[src/rtl/zomt_pkg.sv]
package zomt_pkg;

  localparam int unsigned KindW = 2;
  localparam int unsigned IdxW  = 6;
  localparam int unsigned ZoneW = 6;
  localparam int unsigned MaskW = 64;
  localparam int unsigned CntW  = 16;

  // Depth of the command queue between front and back, and of the result queue.
  localparam int unsigned CmdDepth = 2;
  localparam int unsigned ResDepth = 4;

  // Codes of the kind field on the input port.
  localparam logic [KindW-1:0] KIND_REG   = 2'd0;
  localparam logic [KindW-1:0] KIND_UNREG = 2'd1;
  localparam logic [KindW-1:0] KIND_REL   = 2'd2;

  localparam logic [CntW-1:0] CNT_MAX = {CntW{1'b1}};

  typedef enum logic [1:0] {
    OP_REG   = 2'd0,
    OP_UNREG = 2'd1,
    OP_REL   = 2'd2
  } op_e;

  typedef struct packed {
    op_e              op;
    logic [IdxW-1:0]  idx;
    logic [ZoneW-1:0] zone;
    logic [MaskW-1:0] mask;
  } cmd_t;

  typedef struct packed {
    logic [IdxW-1:0] idx;
    logic            last;
  } res_t;

endpackage

[src/rtl/zomt_front.sv]
module zomt_front
  import zomt_pkg::*;
#(
  parameter int unsigned STRING_SLOTS = 64
) (
  input  logic             clk_i,
  input  logic             rst_ni,
  input  logic             push_i,
  output logic             full_o,
  input  logic [KindW-1:0] kind_i,
  input  logic [IdxW-1:0]  string_index_i,
  input  logic [ZoneW-1:0] zone_index_i,
  input  logic [MaskW-1:0] zone_mask_i,
  output logic             cmd_valid_o,
  output cmd_t             cmd_o,
  input  logic             cmd_pop_i
);

  localparam int unsigned PtrW = $clog2(CmdDepth);
  localparam int unsigned CntQW = $clog2(CmdDepth + 1);

  cmd_t             q_mem [CmdDepth];
  logic [PtrW-1:0]  wr_ptr_q, wr_ptr_d;
  logic [PtrW-1:0]  rd_ptr_q, rd_ptr_d;
  logic [CntQW-1:0] cnt_q, cnt_d;

  cmd_t             cmd_new;
  logic             keep;
  logic             slot_ok;
  logic [MaskW-1:0] rel_mask;
  logic             do_wr;
  logic             do_rd;

  // Items that can have no effect on the table are taken and dropped here.
  assign slot_ok  = (string_index_i != '0) &&
                    ({1'b0, string_index_i} < (IdxW + 1)'(STRING_SLOTS));
  assign rel_mask = zone_mask_i & ~MaskW'(1);

  always_comb begin
    cmd_new.idx  = string_index_i;
    cmd_new.zone = zone_index_i;
    cmd_new.mask = rel_mask;
    cmd_new.op   = OP_REG;
    keep         = 1'b0;
    unique case (kind_i)
      KIND_REG: begin
        cmd_new.op = OP_REG;
        keep       = slot_ok;
      end
      KIND_UNREG: begin
        cmd_new.op = OP_UNREG;
        keep       = slot_ok;
      end
      KIND_REL: begin
        cmd_new.op = OP_REL;
        keep       = (rel_mask != '0);
      end
      default: begin
        keep = 1'b0;
      end
    endcase
  end

  assign full_o      = (cnt_q == CntQW'(CmdDepth));
  assign cmd_valid_o = (cnt_q != '0);
  assign cmd_o       = q_mem[rd_ptr_q];

  assign do_wr = push_i && !full_o && keep;
  assign do_rd = cmd_pop_i && cmd_valid_o;

  always_comb begin
    wr_ptr_d = do_wr ? wr_ptr_q + PtrW'(1) : wr_ptr_q;
    rd_ptr_d = do_rd ? rd_ptr_q + PtrW'(1) : rd_ptr_q;
    cnt_d    = cnt_q;
    if (do_wr && !do_rd) begin
      cnt_d = cnt_q + CntQW'(1);
    end else if (!do_wr && do_rd) begin
      cnt_d = cnt_q - CntQW'(1);
    end
  end

  always_ff @(posedge clk_i or negedge rst_ni) begin
    if (!rst_ni) begin
      wr_ptr_q <= '0;
      rd_ptr_q <= '0;
      cnt_q    <= '0;
    end else begin
      wr_ptr_q <= wr_ptr_d;
      rd_ptr_q <= rd_ptr_d;
      cnt_q    <= cnt_d;
    end
  end

  always_ff @(posedge clk_i) begin
    if (do_wr) begin
      q_mem[wr_ptr_q] <= cmd_new;
    end
  end

endmodule

[config.mk]
export PLATFORM = sky130hd
export DESIGN_NAME = zomt_front
export DESIGN_NICKNAME = d
export VERILOG_FILES = /design/src/rtl/zomt_pkg.sv /design/src/rtl/zomt_front.sv
export SDC_FILE = /design/constraint.sdc
export NUM_CORES = 1
export LEC_CHECK = 0
export ABC_AREA = 0
export BUFFER_PORTS_ARGS = -buffer_cell sky130_fd_sc_hd__buf_2
export CORE_MARGIN = 5
export CORE_UTILIZATION = 52
export DETAILED_ROUTE_END_ITERATION = 8
export PLACE_DENSITY_LB_ADDON = 0.15
export SYNTH_ARGS = -nofsm -noshare
export SYNTH_HDL_FRONTEND = slang
export SYNTH_SLANG_ARGS = --single-unit
[constraint.sdc]
create_clock -name clk_i -period 5.3 [get_ports clk_i]
set_input_delay 1.59 -clock clk_i [delete_from_list [all_inputs] [get_ports clk_i]]
set_output_delay 1.59 -clock clk_i [all_outputs]
set_load 0.01 [all_outputs]
# ---- Yosys cells after proc, flatten, opt, wreduce, memory -nomap -nowiden
# Memories as Yosys holds them, arrays and structs flattened.
# Cells that the tools add are included.
dict set report totals {
  out_inout_bits 80
  inputBits 82
  register_bits 4
  mem_count 1
  latch_bits 0
  rom_bits 0
  elab_cells 31
  ram_bits 154
}
# memory depth width read_ports rd_ports_with_merged_regs write_ports line
set mem_list {}
lappend mem_list {q_mem 2 77 1 0 1 zomt_front.sv:22} ;# cmd_t q_mem [CmdDepth];
dict set report op_classes {
  magnitude_cmp 0
  n_mux 6
  mul 0
  n_addsub 4
  div_mod_pow 0
  shifts 0
  bitwise_logic 0
  reduce_logical 14
  n_eq_ne 3
}
# cell count
set ops {}
lappend ops {{64-bit nonzero test} 1}
lappend ops {{6-bit nonzero test} 1}
lappend ops {{1-bit logical AND} 5}
lappend ops {{2-bit equality test, second input constant} 2}
lappend ops {{2-bit 2-to-1 mux} 2}
lappend ops {{2-bit one-hot mux with 2 select lines} 1}
lappend ops {{2-bit nonzero test} 2}
lappend ops {{1-bit zero test} 3}
lappend ops {{1-bit adder, second input constant} 2}
lappend ops {{2-bit by 1-bit adder with 2-bit output, second input constant} 1}
lappend ops {{2-bit by 1-bit equality test with 1-bit output, second input constant} 1}
lappend ops {{2-bit zero test} 1}
lappend ops {{1-bit 2-to-1 mux} 2}
lappend ops {{1-bit one-hot mux with 2 select lines} 1}
lappend ops {{2-bit OR reduction} 1}
lappend ops {{2-bit by 1-bit subtractor with 2-bit output, second input constant} 1}

# ---- Depth between registers and ports, before layout
dict set report logic_depth {
  depth_word 8
  depth_mapped 8
  depth_no_buf 8
}

# ---- Least setup slack after synthesis
# No wires, ideal clock.
dict set report synth_timing {
  path_kind {input to register}
  from {input port kind_i[1]}
  to {memory q_mem[0][0] (netlist bit), enable pin}
  arrival_time_ns 5.440
  t_required_ns 4.778
  path_buffers 0
  path_slack_ns -0.662
  setup_ns 0.522
  path_stages 4
  path_cell_list {nor2b_1 > nand2_1 > o21ai_2 > nor2b_1}
}
dict set report synth_via {
  elab_chain_cells 6
  elab_cells_between_ends 8
}
# item line
set synth_rtl {}
lappend synth_rtl {{start, declared} zomt_front.sv:10} ;# input logic [KindW-1:0] kind_i,
lappend synth_rtl {{2-bit by 1-bit equality test with 1-bit output or 2-bit zero test (tied branches)} zomt_front.sv:45} ;# unique case (kind_i)
lappend synth_rtl {{2-bit OR reduction (no source line)} --}
lappend synth_rtl {{1-bit one-hot mux with 2 select lines *} zomt_front.sv:45}
lappend synth_rtl {{1-bit logical AND *} zomt_front.sv:68} ;# assign do_wr = push_i && !full_o && keep;
lappend synth_rtl {{via do_wr} zomt_front.sv:31} ;# logic do_wr;
lappend synth_rtl {{1-bit 2-to-1 mux *} zomt_front.sv:95} ;# if (do_wr) begin
lappend synth_rtl {{1-bit 2-to-1 mux (not written as such) *} zomt_front.sv:96} ;# q_mem[wr_ptr_q] <= cmd_new;
lappend synth_rtl {{end, declared} zomt_front.sv:22}
# Mark *: on every way through the listed nets, which the timed path passes. The rest lies on a longest branch.

# ---- Worst setup path in the final report
dict set report layout_timing {
  from {input port zone_mask_i[12]}
  to {memory q_mem[0][18] (netlist bit), enable pin}
}
dict set report layout_via {
  elab_chain_cells 5
}
# item line
set layout_rtl {}
lappend layout_rtl {{start, declared} zomt_front.sv:13} ;# input logic [MaskW-1:0] zone_mask_i,
lappend layout_rtl {{64-bit nonzero test} zomt_front.sv:56} ;# keep = (rel_mask != '0);
lappend layout_rtl {{1-bit one-hot mux with 2 select lines} zomt_front.sv:45}
lappend layout_rtl {{1-bit logical AND} zomt_front.sv:68}
lappend layout_rtl {{via do_wr} zomt_front.sv:31}
lappend layout_rtl {{1-bit 2-to-1 mux} zomt_front.sv:95}
lappend layout_rtl {{1-bit 2-to-1 mux (not written as such)} zomt_front.sv:96}
# The timed path passes the listed nets, and every way through them passes these cells.

==> out/qor.csv <==
stage;metric;value;unit
setup_path;reg2reg_from;cnt_q[1];
run;drv.max_cap_violation_count;0;
yosys;yosysTopAreaCell;sky130_fd_sc_hd__edfxtp_1;
global_routing;via_count_of_the_first_global_routing_pass;3295;
die;top_level_ports;162;
status;outcome;complete, no violations;
clock_network;clock_tree.buffer_depth;2;
die;core_area;11270;µm²
yosys;synthTopCellsByArea;sky130_fd_sc_hd__edfxtp_1 78%, sky130_fd_sc_hd__mux2_2 15%, sky130_fd_sc_hd__dfrtp_1 1.7%;
clock_network;postCtsSetupRepairBufs;0;
timing;aggregate_negative_setup_slack;0;ps
setup_path;cpMaxStageDelayCell;sky130_fd_sc_hd__nor2b_4;
timing;final_min_period_over_clock_period;71.54;%
timing;rsz0062_at_grt;no;
clock_network;post_cts_hold_buffer_count;0;
setup_path;timing.reg2reg.setup_slack;2380;ps
global_routing;number_of_antenna_violations_at_the_first_check_in_global_routing;0;
final_layout;areaGrowthSynthToFinish;26.38;%
final_layout;nets_final;540;
pwr;total_power;3.961;mW
setup_path;setup.worst_path.class;in -> reg;
yosys;synth-seq-cells;158;
yosys;syn_area_per_cell;20.58;µm²
timing;worstMarginPinSlew;1058;ps
die;die_w;116.8;µm
setup_path;crit_path_end_kind;register;
timing;clock-skew-final;9.353;ps
clock_network;cts_buffers;17;
timing;clock.fmax;263.7;MHz
setup_path;critical_path_arrival;3830;ps
yosys;synth_area;5928;µm²
clock_network;htreeDepth;4;
final_layout;post_route_cells_drive_above_1_share;58.09;%
setup_path;r2r_end;q_mem[0][18];
pwr;power_leakage;2.769;nW
clock_network;post_cts_resized;0;
global_routing;grt.overflow.total;0;
clock_network;tritoncts;built;
setup_path;cp_cell_sequence;buf_2 -> nor4_1 -> nand4_1 -> nor4_2 -> o21ai_2 -> nor2b_4 -> buf_4;
worst_hold_path;worstHoldStart;cnt_q[1];
global_routing;global_route_wire_length_before_repair;16660;µm
final_layout;layout.cells.most_common;sky130_fd_sc_hd__buf_2;
setup_path;crit_path_max_fanout;43;
setup_path;depth_of_the_worst_register_to_register_path;6;
timing;slew_viol_final;0;
clock_network;clk_pin_slew;60;ps
clock_network;ctsRootBufferMaster;sky130_fd_sc_hd__clkbuf_16;
detailed_routing;drt_iter0_markers;141;
setup_path;worstPathBufferInverterCount;2;
yosys;portion_of_synthesized_cell_area_occupied_by_the_leading_cell_type;78.01;%
worst_hold_path;hold_path.class;reg -> reg;
final_layout;n_fill_cell;807;
final_layout;n_antenna_cell;0;
die;die_h;116.8;µm
detailed_routing;detail-route-antenna-nets;0;
final_layout;most-common-layout-cells;159 x sky130_fd_sc_hd__buf_2, 154 x sky130_fd_sc_hd__edfxtp_1, 77 x sky130_fd_sc_hd__mux2_2;
place;input_output_buffers;159;
setup_path;kind_of_cell_with_the_highest_combined_delay_on_the_critical_path;simple AND/OR/NAND/NOR gates;
yosys;synth_cell_type_count;21;
detailed_routing;number_of_iterations_in_the_first_detailed_routing_pass;4;
die;die-area;13640;µm²
detailed_routing;detailroute.via_count;3162;
yosys;net_count_after_synthesis;371;
detailed_routing;route.detailed.wl_per_inst;18.40;µm
pwr;power.density;528.7;nW/µm²
timing;timing.final.hold_violations;0;
timing;relSlewSlack;29.48;%
clock_network;clkSinkCount;158;
die;floorplan.initialDensity;52.59;%
global_routing;gr-usage-all-layers;16.63;%
setup_path;crit_path_max_incr_delay;880;ps
yosys;yosys_warnings;0;
setup_path;required;5340;ps
timing;setup_viol;0;
die;placement_rows;39;
setup_path;setup.worst_path.start_class;input port;
detailed_routing;detail_route.vias_per_cell;5.158;
clock_network;worstSkewPairLatency;410;ps
detailed_routing;detail_route.wirelength;11280;µm
global_routing;grt_max_degree;79;
detailed_routing;drc_errors;0;
yosys;sequential_share_of_the_synthesized_area;79.70;%
worst_hold_path;hold_depth;1;
place;place.gp.congestion;0.8010;
timing;finalWorstPathRequiredPeriod;3792;ps
yosys;synthesis.instances;288;
worst_hold_path;hold_path_end;cnt_q[1];
pwr;worst_ir_drop_vdd;0.0003692;V
place;detailed_place_hpwl;7321;µm
worst max-delay path by stage:
stage                          from           end  slack [ps]  depth (start not counted)
floorplan                 kind_i[1]   q_mem[0][0]         810                          4
global placement    zone_mask_i[12]  q_mem[0][66]        1010                          7
detailed placement  zone_mask_i[12]  q_mem[0][63]        1000                          7
CTS                 zone_mask_i[12]  q_mem[0][71]        1430                          7
global route        zone_mask_i[12]   q_mem[0][1]        1360                          7
finish              zone_mask_i[12]  q_mem[0][18]        1510                          7
cells in the mapped netlist:
library cell                 n
sky130_fd_sc_hd__nand2_1     3
sky130_fd_sc_hd__nor4_1     15
sky130_fd_sc_hd__nor2b_1     5
sky130_fd_sc_hd__buf_4       1
sky130_fd_sc_hd__nand4_1     4
sky130_fd_sc_hd__edfxtp_1  154
sky130_fd_sc_hd__o21ai_2     1
sky130_fd_sc_hd__mux2_2     77
sky130_fd_sc_hd__buf_2       8
sky130_fd_sc_hd__nor4_2      2
sky130_fd_sc_hd__dfrtp_1     4
sky130_fd_sc_hd__ha_1        1
sky130_fd_sc_hd__clkbuf_1    1
sky130_fd_sc_hd__and2_1      1
sky130_fd_sc_hd__xor2_1      3
sky130_fd_sc_hd__a21oi_1     1
sky130_fd_sc_hd__xnor2_1     2
sky130_fd_sc_hd__nor3_1      1
sky130_fd_sc_hd__or2_2       1
sky130_fd_sc_hd__nor2_1      2
sky130_fd_sc_hd__conb_1      1
where the power goes:
| group | internal (mW) | switching, mW |
|---|---|---|
| sequential | 1.62 | 0.168 |
| combinational | 0.471 | 0.447 |
| clock | 0.787 | 0.464 |
| total | 2.88 | 1.08 |
per-layer routing:
layer | global-route usage, % | share of wire, %
met5 | 0 | 0
met4 | 5.505 | 0.78
met3 | 6.530 | 7.7
met2 | 27.49 | 51
met1 | 20.18 | 41
flip-flops by register name, indices dropped and copies added, names as in the netlist:
name      count
wr_ptr_q      1
cnt_q         2
rd_ptr_q      1
q_mem       154
worst register-to-register path, delay by kind of cell (launching register included):
family | cells | cell delay [ps]
and+or+nand+nor | 4 | 1250
buffers and inverters | 1 | 650
DFF | 1 | 400
AOI/OAI and AO/OA | 1 | 220
kinds of logic after synthesis:
logic type / count (synthesis) / share of synthesized area [%]
flops: 158 / 79.70
mux: 77 / 14.63
simple gates: 34 / 3.567
buf+inv: 10 / 0.8654
xor+xnor: 5 / 0.7388
compound gates: 2 / 0.2321
fa+ha+maj: 1 / 0.2110
other cells: 1 / 0.06326
stage by stage:
stage	area, µm²	utilization [%]	hold slack [ps]	setup slack, ps	instances
floorplan	5931	-	447.4	807.0	288
global placement	6873	60.97	469.5	1014	581
detailed placement	6873	60.97	496.3	998.1	581
CTS	7492	66.47	508.7	1434	613
global route	7492	66.47	515.4	1361	613
finish	7492	66.47	506.1	1508	613
cell type report:
cell class              count  area [µm²]  area share (%)
flip-flops and latches    158        4728           63.11
multi-input cells         120        1162           15.51
repair buffers            160       803.3           10.72
clock buffers              17       425.4           5.678
clock inverters            15       193.9           2.589
well taps                 143       178.9           2.388
Note: power is estimated with default switching activity, not from simulation.
