## config.mk

```make
export PLATFORM = sky130hd
export DESIGN_NAME = zomt_rfifo
export DESIGN_NICKNAME = d
export VERILOG_FILES = /design/src/rtl/zomt_pkg.sv /design/src/rtl/zomt_rfifo.sv
export SDC_FILE = /design/constraint.sdc
export NUM_CORES = 1
export LEC_CHECK = 0
export BUFFER_PORTS_ARGS = -buffer_cell sky130_fd_sc_hd__buf_2
export CORE_ASPECT_RATIO = 0.75
export CORE_UTILIZATION = 50
export DETAILED_ROUTE_END_ITERATION = 10
export HOLD_SLACK_MARGIN = 0.03
export PLACE_DENSITY_LB_ADDON = 0.08
export SYNTH_ARGS = -nofsm -noshare
export SYNTH_HDL_FRONTEND = slang
export SYNTH_SLANG_ARGS = --single-unit
```

## constraint.sdc

```tcl
create_clock -name clk_i -period 1.8 [get_ports clk_i]
set_input_delay 0.27 -clock clk_i [delete_from_list [all_inputs] [get_ports clk_i]]
set_output_delay 0.27 -clock clk_i [all_outputs]
set_load 0.02 [all_outputs]
```

## src/rtl/zomt_pkg.sv

```systemverilog
package zomt_pkg;

  localparam int unsigned KindW = 2;
  localparam int unsigned IdxW  = 6;
  localparam int unsigned ZoneW = 6;
  localparam int unsigned MaskW = 64;
  localparam int unsigned CntW  = 16;

  // Depth of the command queue between front and back, and of the result queue.
  localparam int unsigned CmdDepth = 2;
  localparam int unsigned ResDepth = 4;

  // Codes of the kind field on the input port.
  localparam logic [KindW-1:0] KIND_REG   = 2'd0;
  localparam logic [KindW-1:0] KIND_UNREG = 2'd1;
  localparam logic [KindW-1:0] KIND_REL   = 2'd2;

  localparam logic [CntW-1:0] CNT_MAX = {CntW{1'b1}};

  typedef enum logic [1:0] {
    OP_REG   = 2'd0,
    OP_UNREG = 2'd1,
    OP_REL   = 2'd2
  } op_e;

  typedef struct packed {
    op_e              op;
    logic [IdxW-1:0]  idx;
    logic [ZoneW-1:0] zone;
    logic [MaskW-1:0] mask;
  } cmd_t;

  typedef struct packed {
    logic [IdxW-1:0] idx;
    logic            last;
  } res_t;

endpackage

```

## src/rtl/zomt_rfifo.sv

```systemverilog
module zomt_rfifo
  import zomt_pkg::*;
(
  input  logic clk_i,
  input  logic rst_ni,
  input  logic push_i,
  input  res_t res_i,
  output logic full_o,
  input  logic pop_i,
  output logic empty_o,
  output res_t res_o
);

  localparam int unsigned PtrW = $clog2(ResDepth);
  localparam int unsigned CntQW = $clog2(ResDepth + 1);

  res_t             mem [ResDepth];
  logic [PtrW-1:0]  wr_ptr_q;
  logic [PtrW-1:0]  rd_ptr_q;
  logic [CntQW-1:0] cnt_q, cnt_d;
  logic             do_wr;
  logic             do_rd;

  assign full_o  = (cnt_q == CntQW'(ResDepth));
  assign empty_o = (cnt_q == '0);
  assign res_o   = mem[rd_ptr_q];

  assign do_wr = push_i && !full_o;
  assign do_rd = pop_i && !empty_o;

  always_comb begin
    cnt_d = cnt_q;
    if (do_wr && !do_rd) begin
      cnt_d = cnt_q + CntQW'(1);
    end else if (!do_wr && do_rd) begin
      cnt_d = cnt_q - CntQW'(1);
    end
  end

  always_ff @(posedge clk_i or negedge rst_ni) begin
    if (!rst_ni) begin
      wr_ptr_q <= '0;
      rd_ptr_q <= '0;
      cnt_q    <= '0;
    end else begin
      if (do_wr) begin
        wr_ptr_q <= wr_ptr_q + PtrW'(1);
      end
      if (do_rd) begin
        rd_ptr_q <= rd_ptr_q + PtrW'(1);
      end
      cnt_q <= cnt_d;
    end
  end

  always_ff @(posedge clk_i) begin
    if (do_wr) begin
      mem[wr_ptr_q] <= res_i;
    end
  end

endmodule

```

# Yosys cells after proc, flatten, opt, wreduce, memory -nomap -nowiden
# Memories as Yosys holds them, arrays and structs flattened.
# Cells that the tools add are included.
[word_totals]
memories = 1
register_bits = 7
ram_bits = 28
latch_bits = 0
rom_bits = 0
elab_cells = 23
[classes]
order_cmp = 0
bitwise = 0
mux = 4
n_div = 0
mul = 0
n_reduce_logical = 10
n_eq_ne = 1
shifts = 0
add_sub_neg = 4
[mem_list]
columns = ["memory", "words", "width", "read_ports", "rd_clocked_by_memory_dff", "write_ports", "line", "rtl"]
rows = [
  ["mem", 4, 7, 1, 0, 1, "zomt_rfifo.sv:17", "res_t mem [ResDepth];"],
]
[ops]
columns = ["cell", "count"]
rows = [
  ["$mux 3", 2],
  ["$add 2x1->2 const B", 2],
  ["$logic_and 1x1->1", 4],
  ["$logic_not 1->1", 4],
  ["$add 3x1->3 const B", 1],
  ["$eq 3x3->1 const B", 1],
  ["$logic_not 3->1", 1],
  ["$sub 3x1->3 const B", 1],
  ["$mux 1", 2],
  ["$reduce_bool 2->1", 1],
]

# Depth between registers and ports, before layout
# Gate-level depths: netlist of the first run.
[logic_depth]
depth_word = 7
ltp_mapped = 9
ltp_nobuf = 8

# Worst setup path after synthesis of the first run
# No wires, ideal clock.
[synth_timing]
kind = "reg2reg"
start = "register cnt_q[0]"
end = "register cnt_q[2]"
arrival_ps = 2228
period_less_slack_ps = 2307
required_ps = 1721
path_slack_ps = -507
stages_incl_launch_ff = 9
n_path_buf = 0
setup_time_ps = 79
path_cell_list = "dfrtp_1 -> nor3_1 -> nand2b_1 -> ha_1 -> inv_1 -> fa_1 -> xor2_1 -> nor2_1 -> xor2_1"
[synth_between]
elab_chain_len = 6
elab_cells_between_ends = 15
[synth_rtl]
columns = ["item", "line", "rtl"]
rows = [
  ["start: declaration", "zomt_rfifo.sv:20", "logic [CntQW-1:0] cnt_q, cnt_d;"],
  ["start signal: assignment", "zomt_rfifo.sv:52", "cnt_q <= cnt_d;"],
  ["$logic_not 3->1 (*)", "zomt_rfifo.sv:25", "assign empty_o = (cnt_q == '0);"],
  ["via empty_o", "zomt_rfifo.sv:10", "output logic empty_o,"],
  ["$logic_not 1->1 (*)", "zomt_rfifo.sv:29", "assign do_rd = pop_i && !empty_o;"],
  ["$logic_and 1x1->1 (*)", "zomt_rfifo.sv:29", ""],
  ["$logic_not 1->1", "zomt_rfifo.sv:33", "if (do_wr && !do_rd) begin"],
  ["$logic_and 1x1->1", "zomt_rfifo.sv:33", ""],
  ["$mux 3 or $reduce_bool 2->1 (tied branches)", "--", ""],
]
# Mark *: on every way through the listed nets, which the timed path passes. The rest lies on a longest branch. The select of a mux whose other input is x is not followed.
# A chain may end at the register's enable or synchronous reset.

# Worst setup path after layout of the first run
[layout_timing]
start = "register cnt_q[1]"
end = "register cnt_q[1]"
[layout_between]
elab_chain_len = 6
elab_cells_between_ends = 15
[layout_rtl]
columns = ["item", "line"]
rows = [
  ["parallel branches: the longest is 5 deep, another holds $sub 3x1->3", "--"],
  ["$mux 3 (*)", "zomt_rfifo.sv:33"],
  ["via cnt_d[1]", "zomt_rfifo.sv:20"],
]
# Mark *: on every way through the listed nets, which the timed path passes. The select of a mux whose other input is x is not followed.

==> results of run 1 <==
-- metal layers --
metal / up-vias / track usage / share of wire
li1: 343 / - / -
met1: 361 / 0.241 / 0.46
met2: 12 / 0.264 / 0.50
met3: 4 / 0.0802 / 0.028
met4: 0 / 0.0795 / 0.016
met5: - / 0 / 0
-- through the flow --
step / util / instances / hold WS, ps
floorplan: - / 73 / -25.6
global placement: 0.624 / 135 / 117
detailed placement: 0.624 / 135 / 123
CTS: 0.665 / 146 / 196
global route: 0.670 / 146 / 197
finish: 0.670 / 146 / 203
-- worst register-to-register path, delay by kind of cell (launching register included) --
| family | cells | cell delay [ps] |
|---|---|---|
| fa+ha+maj | 2 | 580 |
| mux | 1 | 260 |
| buf+inv | 1 | 50 |
| simple gates | 2 | 370 |
| flops | 1 | 460 |
-- cells in the final DEF (no fill, tap or decap), drive strengths merged, types with 2 or more instances in the layout --
| cell type | synthesis | final |
|---|---|---|
| buf | 3 | 31 |
| inv | 3 | 3 |
| clkinv | 0 | 2 |
| xnor2 | 4 | 4 |
| nor2 | 2 | 2 |
| mux2 | 2 | 2 |
| mux4 | 7 | 7 |
| and2 | 3 | 3 |
| xor2 | 2 | 2 |
| clkbuf | 0 | 6 |
| edfxtp | 28 | 28 |
| ha | 5 | 5 |
| dfrtp | 7 | 7 |
-- area by class of cell --
class | count | area (sq um)
inverter | 3 | 11.3
clock inverter | 2 | 7.51
tap | 36 | 45.0
timing repair buffer | 32 | 205
sequential | 35 | 1020
clock buffer | 6 | 72.6
multi-input combinational | 32 | 437
fill | 201 | 885
-- final timing paths --
check / from / endpoint / slack (ps)
setup / recovery: cnt_q[1] / cnt_q[1] / -30
hold / removal: res_i[6] / mem[1][6] / 200
setup reg to reg: cnt_q[1] / cnt_q[1] / -30
hold reg to reg: wr_ptr_q[1] / wr_ptr_q[1] / 580
max in group asynchronous: rst_ni / cnt_q[0] / 1260
min in group asynchronous: rst_ni / wr_ptr_q[0] / 360
-- registers in the layout, indices dropped and copies added (netlist names) --
name and flops:
cnt_q 3, mem 28, rd_ptr_q 2, wr_ptr_q 2
-- kinds of logic (layout without fill, tap and decap cells) --
logic type / after synthesis / after routing
multiplexers: 9 / 9
AND/OR/NAND/NOR: 11 / 11
buffers and inverters: 6 / 43
adder cells (fa/ha/maj): 6 / 6
flip-flops: 35 / 35
XOR/XNOR: 6 / 6
-- report_power, final --
| group | internal [W] | switching [W] |
|---|---|---|
| combinational | 0.000641 | 0.000560 |
| sequential | 0.00111 | 0.000168 |
| clock | 0.000263 | 0.000249 |
-- timing repair --
| item | 4_1_cts | 5_1_grt |
|---|---|---|
| hold endpoints to repair | 7 | 0 |
| resized for setup | 3 | 4 |
| setup buffers | 2 | 0 |
| pin swaps | 0 | 1 |
| hold buffers | 1 | 0 |
| endpoints found under the setup margin | 7 | 13 |
==> flow_results.org, run 1 <==
** Status
- Run status :: complete, but fails checks
- The checks that failed: negative setup slack.

** Critical path
- Crit-path slowest cell :: sky130_fd_sc_hd__dfrtp_2
- WP data arrival :: ~2000 ps
- Max incr delay on CP :: 460 ps
- Largest fanout on the critical path :: 4
- Among cell families on the critical path, the largest total delay comes from adder cells.
- The worst register-to-register path has a depth of 6.
- The number of buffers and inverters on the critical path is 1.
- Counting buffers and inverters, the worst setup path is 6 cells deep.
- The worst setup path is of the flip-flop to flip-flop kind.
- Critical Path RT :: 1960 ps
- Critical path capture point type :: flip-flop
- Worst Setup Start Kind :: flip-flop
- Series of cell instances along the critical path :: nor3b_4 -> nor2b_4 -> ha_4 -> inv_2 -> fa_2 -> mux2_2

** Worst hold path
- Worst hold-check path type :: input port to flip-flop
- Along the worst hold path, the cell count comes to 1.

** STA
- Summed over all failing endpoints, the final setup total negative slack is -32.9 ps.
- Unrepaired setup endpoints after global routing :: true
- At the pin with the least slew margin, the transition time is between 400 and 500 ps.
- Between clock sinks in the finished design, the worst skew comes to roughly 6.5 ps.
- Final Worst Setup Slack :: -32.9 ps
- Max Clk Rate :: roughly 550 MHz
- Min Tclk post-route :: roughly 1800 ps
- Endpoints failing hold :: 0
- Setup violations remaining at the end of the flow were counted as 1.
- Dividing the final minimum period by the clock period gives 1.02.
- The max-slew violation total from the final report came to 0.
- Worst slew margin :: 0.731

** Floorplanning
- Measured along the x axis, the die boundary spans around 64 microns.
- In this run the core area contains 16 standard-cell rows.
- Area enclosed by the die boundary :: 3110 sq um
- Height of the die :: 48.6 microns
- After floorplanning, the core was sized to cover approximately 2700 sq um.
- Effective utilization at floorplan :: 0.539
- I/O pins :: 20

** Logic synthesis
- Proportion of synthesized chip area in sequential cells :: 0.703
- Yosys printed 0 warnings.
- Largest family of logic cells by synthesized area :: multiplexers
- Synth Register Bits :: 35
- Of the total synthesized cell area, the portion taken by full adders, half adders and majority gates is 0.0571.
- Commonest cells in the synthesized netlist :: sky130_fd_sc_hd__edfxtp_1, sky130_fd_sc_hd__dfrtp_1, sky130_fd_sc_hd__mux4_2
- When the netlist entered floorplanning its net count stood at 90.
- Largest area contributor in the netlist :: sky130_fd_sc_hd__edfxtp_1
- For this run, the leading register cell type out of synthesis is sky130_fd_sc_hd__edfxtp_1.
- Of the total synthesized cell area, the portion taken by XOR and XNOR cells is 0.0364.
- Count of flip-flops with a built-in enable after synthesis :: 28
- Yosys mapped the design onto 22 distinct sky130hd cell types.
- Simple-gate portion of the synthesized area :: 0.0545
- Area of the mapped netlist :: 1450 sq um
- The share of synthesized area in the top cell type comes to 0.582.
- Sorting the synthesized cells by area gives the leading types as sky130_fd_sc_hd__edfxtp_1, sky130_fd_sc_hd__dfrtp_1, sky130_fd_sc_hd__mux4_2, sky130_fd_sc_hd__ha_1, sky130_fd_sc_hd__xnor2_1.
- Of the post-synthesis cell area, the part taken by muxes is 0.127.
- Mapped Cells :: 73
- The area fraction in compound gates after synthesis came to 0.
- In this run the mean area of a mapped cell was about 20 sq um.
- Asr flop ratio synth :: 0.200
- Among all cell types in the netlist, the one instantiated most often is sky130_fd_sc_hd__edfxtp_1.

** Finish
- Summing all non-filler instances in the final layout gives an area of approximately 1800 sq um.
- Share of final-layout standard cells stronger than drive strength 1 :: 0.518
- Synth-to-layout area growth :: 24.4%
- The repair_antennas step left the layout with diodes totalling 0.
- The final layout contains approximately 130 nets.

** Placement
- Placed Area :: ~1700 sq um
- Pre-CTS WS :: -80.3 ps
- Detailed-placement wirelength estimate :: approximately 1700 microns
- Port buffer count :: 19
- At the end of routability-driven placement, the weighted congestion stood at just over 0.8.

** Detailed routing
- Number of nets still failing antenna checks after routing :: 0
- The first routing iteration left 26 violations.
- Number of optimization iterations in the first detailed-route pass :: 2
- The final layout contains routed wiring with a total length of approximately 2400 microns.
- In the final routed layout, each cell accounts on average for approximately 16 microns.
- Vias per cell :: 4.93
- After detailed routing, the number of remaining DRC violations is 0.
- Number of vias in the routed layout :: 720

** GRT
- In the global route stage, overall resource usage came out at 0.183.
- Global-route wire length before repair :: approximately 3800 microns
- The via count of the first global-routing pass was about 770.
- Pin count of the biggest net entering global routing :: 11
- Sum of overflow across all layers after global routing :: 0
- The initial antenna violation count was 0.

** Clock network
- Cts bufs inserted :: 5
- Clock transition at the registers of the reported paths :: roughly 70 ps
- Clock tree synthesis found a total of 35 sinks.
- Buffer levels on the longest clock path :: 2
- TritonCTS built the clock tree.
- The tree is rooted in a sky130_fd_sc_hd__clkbuf_8.
- Number of levels the H-tree was split into :: 2
- Clock latency on the worst-skew pair, taken at its later pin, is around 280 ps.

** Power and ir drop
- Summing internal, switching and leakage power gives 0.00299 W.
- Across the VDD grid, the largest voltage drop is approximately 0.0008 V.
- Power spread over the standard cell area amounts to roughly 1700 nW/um^2.
- Leak Pwr :: just under 0.7 nW

** Job
- Max-cap violations in this run came to 0.
(Power assumes the default switching activity.)
==> run 2: changes to the inputs <==
CORE_ASPECT_RATIO = 0.7   (was 0.75)
==> run 2 against run 1 <==
Against the previous run: the flow still finishes with violations (negative setup slack); worst setup slack lost 30 ps; count of clock-buffer cells in the layout is the same; design area grew 2.9%; combinational power grew 11%; routed wire length grew 10%; clock power grew 3%; core utilization grew 4.4 points; final cell count grew 2.7%; total power grew 4.7%; global-route usage grew 2.4 points; critical endpoint unchanged; largest cell class unchanged; highest routed layer unchanged.
==> flow_results.org, run 2 (synthesized netlist as in run 1, its figures left out) <==
** Floorplanning
- After floorplanning, the core was sized to cover ~2600 sq um.
- Height of the die :: around 47 microns
- The die is approximately 66 microns wide.
- Area enclosed by the die boundary :: just over 3000 sq um
- The initial utilization of the core area, before any placement, comes to 0.558.
- Pin placement for this block handled 20 I/O pins.
- Placement Rows :: 15

** Power and ir drop
- Portion of total power attributed to sequential cells :: 0.406
- P per Cell Area :: approximately 1700 nW/um^2
- Worst IR Drop VDD :: roughly 0.0009 V
- The share of total power dissipated in the clock network is 0.168.
- The internal power of the cells totals 0.00210 W.
- Switching Power :: about 0.0010 W
- Leak Pwr :: roughly 0.73 nW
- The share of total power dissipated in combinational logic is 0.426.
- Fraction of power spent switching nets :: 0.331

** STA
- The count of final hold-check violations came to 0.
- The smallest clock period supported by the final layout is computed as about 1900 ps.
- Across the routed clock network, the largest skew measured is around 3.8 ps.
- In the finished design, the share of the clock period the worst path needs comes to 1.03.
- Pins Over Slew Limit :: 0
- Adding up every negative setup slack in the final design gives -78.4 ps.
- In the post-route analysis, the smallest setup slack over all paths is -62.6 ps.
- Finish-stage setup viols :: 2
- Measured slew at the worst slew-check pin :: roughly 400 ps
- Based on the critical path, the design can be clocked at up to 537 MHz.
- Worst slew margin :: 0.732
- Unrepaired setup endpoints after global routing :: true

** Clock network
- The longest clock path from root to sink contains 2 buffers.
- Number of levels the H-tree was split into :: 2
- Cts bufs inserted :: 5
- Root buffer selected by CTS :: sky130_fd_sc_hd__clkbuf_8
- TritonCTS built the clock tree.
- For the worst-skew pair, the clock arrives at the later sink with an insertion delay of about 280 ps.
- Clock transition at the registers of the reported paths :: roughly 70 ps
- Total number of clock tree sinks :: 35

** Critical path
- Critical path capture point type :: flip-flop
- Crit-path slowest cell :: sky130_fd_sc_hd__dfrtp_2
- The worst register-to-register path begins at cnt_q[0].
- The critical path runs through a total of 6 cells.
- For flop-to-flop paths, the worst setup slack is -60 ps.
- Largest delay contributor family on the critical path :: adder cells
- R2R cell count :: 6
- In this run the worst setup path terminates at cnt_q[1].
- CP startpoint :: cnt_q[0]
- Largest fanout on the critical path :: 4
- The worst setup path is of the flip-flop to flip-flop kind.
- Combined buffer and inverter count along the critical path :: 1
- The critical path goes through nor3b_4 -> nor2b_4 -> ha_4 -> inv_2 -> fa_2 -> mux2_4.
- Critical Path RT :: slightly below 2000 ps
- On the worst path, the slowest cell contributes a delay of 460 ps.
- Destination of the worst register-to-register timing path :: cnt_q[1]
- The worst setup path is launched from a flip-flop.
- WP data arrival :: about 2000 ps

** Finish
- Most common library cell in the layout ignoring fill and taps :: sky130_fd_sc_hd__edfxtp_1
- Number of flip-flops under the largest register name :: 28
- Filler cells :: around 180
- Register containing the most flip-flops in the final layout :: mem
- In the final layout, the share of cells above drive strength 1 is 0.534.
- In the final layout, the registers with the most flip-flops are mem (28), cnt_q (3).
- At the end of the flow the core is filled with cells to 0.714.
- Net count, final :: 132
- The library cells used most frequently in the layout, excluding fill and tap cells, are sky130_fd_sc_hd__edfxtp_1, sky130_fd_sc_hd__buf_2, sky130_fd_sc_hd__buf_4.
- Antenna fix cells :: 0
- Compared with the post-synthesis result, the final layout area differs by 28.0%.

** Detailed routing
- After detailed routing, the average wire length per cell comes to 17.4 microns.
- Number of optimization iterations in the first detailed-route pass :: 4
- Dividing the detail-routed via count by the number of cells gives 5.19.
- The final layout contains routed wiring with a total length of around 2600 microns.
- In this run the remaining antenna-violating nets after routing total 0.
- Number of vias in the routed layout :: around 780
- After detailed routing, the number of remaining DRC violations is 0.
- After the first detailed-routing iteration, the DRC count stood at 29.

** GRT
- Sum of overflow across all layers after global routing :: 0
- Across every metal layer, demand over resource in global routing totals 0.207.
- The via count of the first global-routing pass is between 800 and 900.
- The first global-routing pass estimated 4130 microns of wire.
- Pin count of the biggest net entering global routing :: 11
- The initial antenna violation count came to 0.

** Placement
- Routability-driven placement finished with a final weighted congestion of about 0.71.
- In this run the tool buffered the top-level ports with 19 buffer cells.

** Status
- The flow ran to the end, but the final reports show violations.
- The final reports fail on negative setup slack.

** Worst hold path
- Counting instances, the worst hold path has a depth of 1.
- Worst hold-check path type :: input port to flip-flop

** Job
- Maximum capacitance violations :: 0
[run 2: cell types whose count changed in the layout (fill, tap and decap cells not counted)]
cell / change
sky130_fd_sc_hd__buf_2: -1
sky130_fd_sc_hd__buf_4: +6
sky130_fd_sc_hd__buf_6: +1
sky130_fd_sc_hd__dfrtp_1: +1
sky130_fd_sc_hd__dfrtp_2: -1
sky130_fd_sc_hd__mux2_2: -1
sky130_fd_sc_hd__mux2_4: +1
[run 2: power groups by stage]
stage          sequential (W)  clock, W  combinational (W)
5_1_grt               0.00130  0.000571            0.00144
6_report              0.00127  0.000526            0.00133
3_5_place_dp          0.00129         0            0.00112
4_1_cts               0.00127  0.000530            0.00125
2_1_floorplan         0.00122         0           0.000829
3_3_place_gp          0.00128         0            0.00110
[run 2: how the worst min path moves through the flow]
stage	endpoint	start	slack [ps]
6_report	mem[0][1]	res_i[1]	210
3_5_place_dp	wr_ptr_q[0]	rst_ni	120
4_1_cts	mem[2][5]	res_i[5]	200
2_1_floorplan	cnt_q[0]	rst_ni	-30
3_3_place_gp	wr_ptr_q[0]	rst_ni	120
5_1_grt	mem[0][1]	res_i[1]	200
[run 2: per-layer routing]
layer  vias up  global-route usage  part of all wire
li1        353                   -                 -
met1       405               0.253              0.45
met2        14               0.351              0.50
met3         7              0.0655             0.035
met4         0              0.0894             0.015
met5         -                   0                 0
[run 2: per-stage QoR]
stage	power, W	setup slack, ps	cell area (sq um)	std cells	hold WS (ps)
after floorplan	0.00205	-175	1480	73	-25.6
after CTS	0.00305	-41.2	1810	147	199
after global routing	0.00331	-108	1850	150	201
after global placement	0.00238	-46.9	1660	132	116
after detailed placement	0.00241	-116	1660	132	118
final	0.00313	-62.6	1850	150	207
[run 2: worst reg2reg max path, cell delays in order (launching register included)]
cell                      delay (ps)
sky130_fd_sc_hd__dfrtp_2         460
sky130_fd_sc_hd__nor3b_4         290
sky130_fd_sc_hd__nor2b_4          80
sky130_fd_sc_hd__ha_4            160
sky130_fd_sc_hd__inv_2            50
sky130_fd_sc_hd__fa_2            430
sky130_fd_sc_hd__mux2_4          280
[run 2: what timing repair did]
| item | CTS | global route |
|---|---|---|
| hold buffers | 1 | 0 |
| endpoints found under the hold margin | 7 | 0 |
| buffers inserted | 6 | 3 |
| resized for setup | 4 | 5 |
| setup endpoints to repair | 2 | 6 |
| pin swaps | 4 | 2 |
[run 2: area by class of cell]
class | count | area, sq um | area share
sequential | 35 | 1020 | 0.551
multi-input combinational | 32 | 440 | 0.238
timing repair buffer | 38 | 256 | 0.139
clock buffer | 6 | 72.6 | 0.0392
tap | 34 | 42.5 | 0.0230
inverter | 3 | 11.3 | 0.00609
clock inverter | 2 | 7.51 | 0.00406
==> run 3: changes to the inputs <==
CORE_UTILIZATION = 59   (was 50)
clock period = 2.2 ns   (was 1.8 ns; I/O delays follow)
==> run 3 against run 2 <==
Against the previous run: the flow now finishes without violations; clock skew is 8.7 ps higher; global-route usage rose by 1.9 points; non-clock buffer count down 16; combinational power is 38% lower; worst setup slack gained 190 ps; highest routed layer unchanged; first-iteration DRC count decreased by 6.9%; critical endpoint is now cnt_q[2]; largest cell class unchanged; die area shrank 15%.
==> flow_results.org, run 3 (synthesized netlist as in run 1, its figures left out) <==
** Finish
- Fill cells in the final layout number about 140.
- The register with the most flip-flops in the final layout is mem.
- Leaving out fill and tap cells, the most frequent cells in the layout are sky130_fd_sc_hd__edfxtp_1, sky130_fd_sc_hd__buf_2, sky130_fd_sc_hd__mux4_2, sky130_fd_sc_hd__dfrtp_1.
- Of the cells placed in the final design, the portion with a size suffix greater than 1 is 0.410.
- Design Area, Final :: 1650 sq um
- Largest registers ranked by flip-flop count :: mem (28), cnt_q (3)
- From synthesis to final layout, the design area changed by 13.9%.
- Net count, final :: ~120
- The register with the most flip-flops in the layout has 28 of them.
- The library cell used most frequently in the layout, excluding fill and tap cells, is sky130_fd_sc_hd__edfxtp_1.
- Final Util :: 0.740
- The repair_antennas step left the layout with diodes totalling 0.
- After the flow finishes, the layout carries non-filler instances totaling 132.

** Critical path
- The worst setup path is launched from a flip-flop.
- For the worst setup path, the data required time is about 2500 ps.
- R2R Setup Slk :: roughly 130 ps
- The worst setup path is of the flip-flop to flip-flop kind.
- Along the worst path, the maximum fanout reaches 4.
- WP data arrival :: 2330 ps
- Critical path capture point type :: flip-flop

** Placement
- Final Wtd Congestion :: between 0.7 and 0.8
- Placed insts :: 123
- Detailed-placement wirelength estimate :: about 1800 microns
- The count of buffers added on input and output ports is 19.
- Summing all placed instances gives a cell area of between 1500 and 2000 sq um.

** Clock network
- Total number of clock tree sinks :: 35
- TritonCTS built the clock tree.
- Cts bufs inserted :: 5
- Insertion delay of the later-clocked pin in the worst-skew pair :: around 340 ps
- In this run the number of H-tree levels came out at 2.
- Post-CTS Repair Setup Buffers :: 0
- Clock transition at the registers of the reported paths :: roughly 110 ps
- CTS placed an instance of sky130_fd_sc_hd__clkbuf_4 at the clock tree root.
- Buffer levels on the longest clock path :: 2

** Detailed routing
- Once detail routing completed, the nets flagged for antenna violations numbered 0.
- The routed design has 2410 microns of wire.
- DRC violation count after routing :: 0
- First DRT Iteration DRCs :: 27
- The pre-antenna-repair detailed-routing pass consisted of 4 iterations.
- Average wire length per cell after detail routing :: about 18 microns
- Vias per cell :: approximately 5.3
- Number of vias in the routed layout :: roughly 700

** GRT
- The initial antenna violation count came to 0.
- Pin count of the biggest net entering global routing :: 11
- Summed over all layers, the global routing overflow is 0.
- The first global-routing pass estimated roughly 3700 microns of wire.
- In the global route stage, overall resource usage came out at 0.225.
- Number of global-route vias before repair :: a little over 700

** STA
- The smallest clock period supported by the final layout is computed as roughly 2100 ps.
- Measured slew at the worst slew-check pin :: roughly 380 ps
- Worst clock skew on the final layout :: about 12 ps
- Adding up every negative setup slack in the final design gives 0 ps.
- Setup violations remaining at the end of the flow were counted as 0.
- Measured against its own limit, the worst slew margin works out to 0.743.
- Endpoints failing hold :: 0
- Max Clk Rate :: approximately 480 MHz
- The max-slew violation total from the final report is 0.
- Unrepaired setup endpoints after global routing :: false
- Hold Slack :: around 210 ps
- Post-route clock period utilization :: 0.942

** Floorplanning
- The die covers around 2700 sq um.
- Chip width :: about 61 microns
- After floorplanning, the core was divided into 14 placement rows.
- For this configuration, the core starts out at a cell density of 0.650.
- For this design the top-level I/O count stands at 20.
- Total core area :: approximately 2200 sq um
- Height of the die :: between 40 and 50 microns

** Power and ir drop
- In this run the power density over the cells is ~1300 nW/um^2.
- Worst IR Drop VDD :: approximately 0.00088 V
- The analysis attributes to cell leakage a power of approximately 0.63 nW.

** Worst hold path
- Worst hold-check path type :: input port to flip-flop

** Status
- The run finished with clean final reports.

** Job
- Maximum capacitance violations :: 0
## run 3: cell types whose count changed in the layout (fill, tap and decap cells not counted), moves of 2 or more
cell / previous run / this run
sky130_fd_sc_hd__buf_2: 17 / 19
sky130_fd_sc_hd__clkbuf_8: 5 / 0
sky130_fd_sc_hd__dfrtp_2: 2 / 0
sky130_fd_sc_hd__buf_6: 3 / 0
sky130_fd_sc_hd__dfrtp_1: 5 / 7
sky130_fd_sc_hd__clkinv_1: 2 / 0
sky130_fd_sc_hd__clkbuf_4: 0 / 5
sky130_fd_sc_hd__buf_4: 17 / 2
## run 3: worst max-delay path, stage by stage (launching register included)
cell and delay (ps):
sky130_fd_sc_hd__dfrtp_1 480, sky130_fd_sc_hd__nor3_2 240, sky130_fd_sc_hd__nand2b_1 180, sky130_fd_sc_hd__ha_1 200
sky130_fd_sc_hd__inv_1 70, sky130_fd_sc_hd__fa_1 400, sky130_fd_sc_hd__xor2_1 170, sky130_fd_sc_hd__nor2_1 110
sky130_fd_sc_hd__xor2_1 150
## run 3: power breakdown
part / internal [W] / switching [W]
logic: 0.000401 / 0.000426
registers: 0.000900 / 0.000144
clock network: 0.000124 / 0.000200
total: 0.00143 / 0.000770
## run 3: per-layer routing
metal	track usage	wire length, microns	vias up
met4	0.0955	19	0
met5	0	0	-
li1	-	-	325
met1	0.288	1060	350
met3	0.0985	128	2
met2	0.341	1210	22
## run 3: worst paths after layout
kind,cells past startpoint,end,start
worst max-delay path,8,cnt_q[2],cnt_q[1]
worst min-delay path,1,mem[2][5],res_i[5]
worst max register to register,8,cnt_q[2],cnt_q[1]
worst min register to register,1,cnt_q[2],cnt_q[2]
max in group asynchronous,2,rd_ptr_q[1],rst_ni
min in group asynchronous,2,cnt_q[1],rst_ni
## run 3: layout make-up
type / instances / area (sq um) / share of cell area
Clock buffer: 7 / 45.0 / 0.0274
Multi-Input combinational cell: 32 / 408 / 0.248
Timing Repair Buffer: 22 / 120 / 0.0730
Inverter: 3 / 11.3 / 0.00684
Sequential cell: 35 / 1020 / 0.617
Clock inverter: 1 / 5.00 / 0.00304
Tap cell: 32 / 40.0 / 0.0243
## run 3: timing repair
item,4_1_cts,5_1_grt
hold endpoints to repair,7,0
endpoints found under the setup margin,0,1
hold buffers,1,0
resized for setup,0,1
## run 3: through the flow
stage	worst slack [ps]	total power (W)
finish	128	0.00220
global route	2.98	0.00233
CTS	59.6	0.00222
detailed placement	85.9	0.00190
global placement	210	0.00184
floorplan	104	0.00164
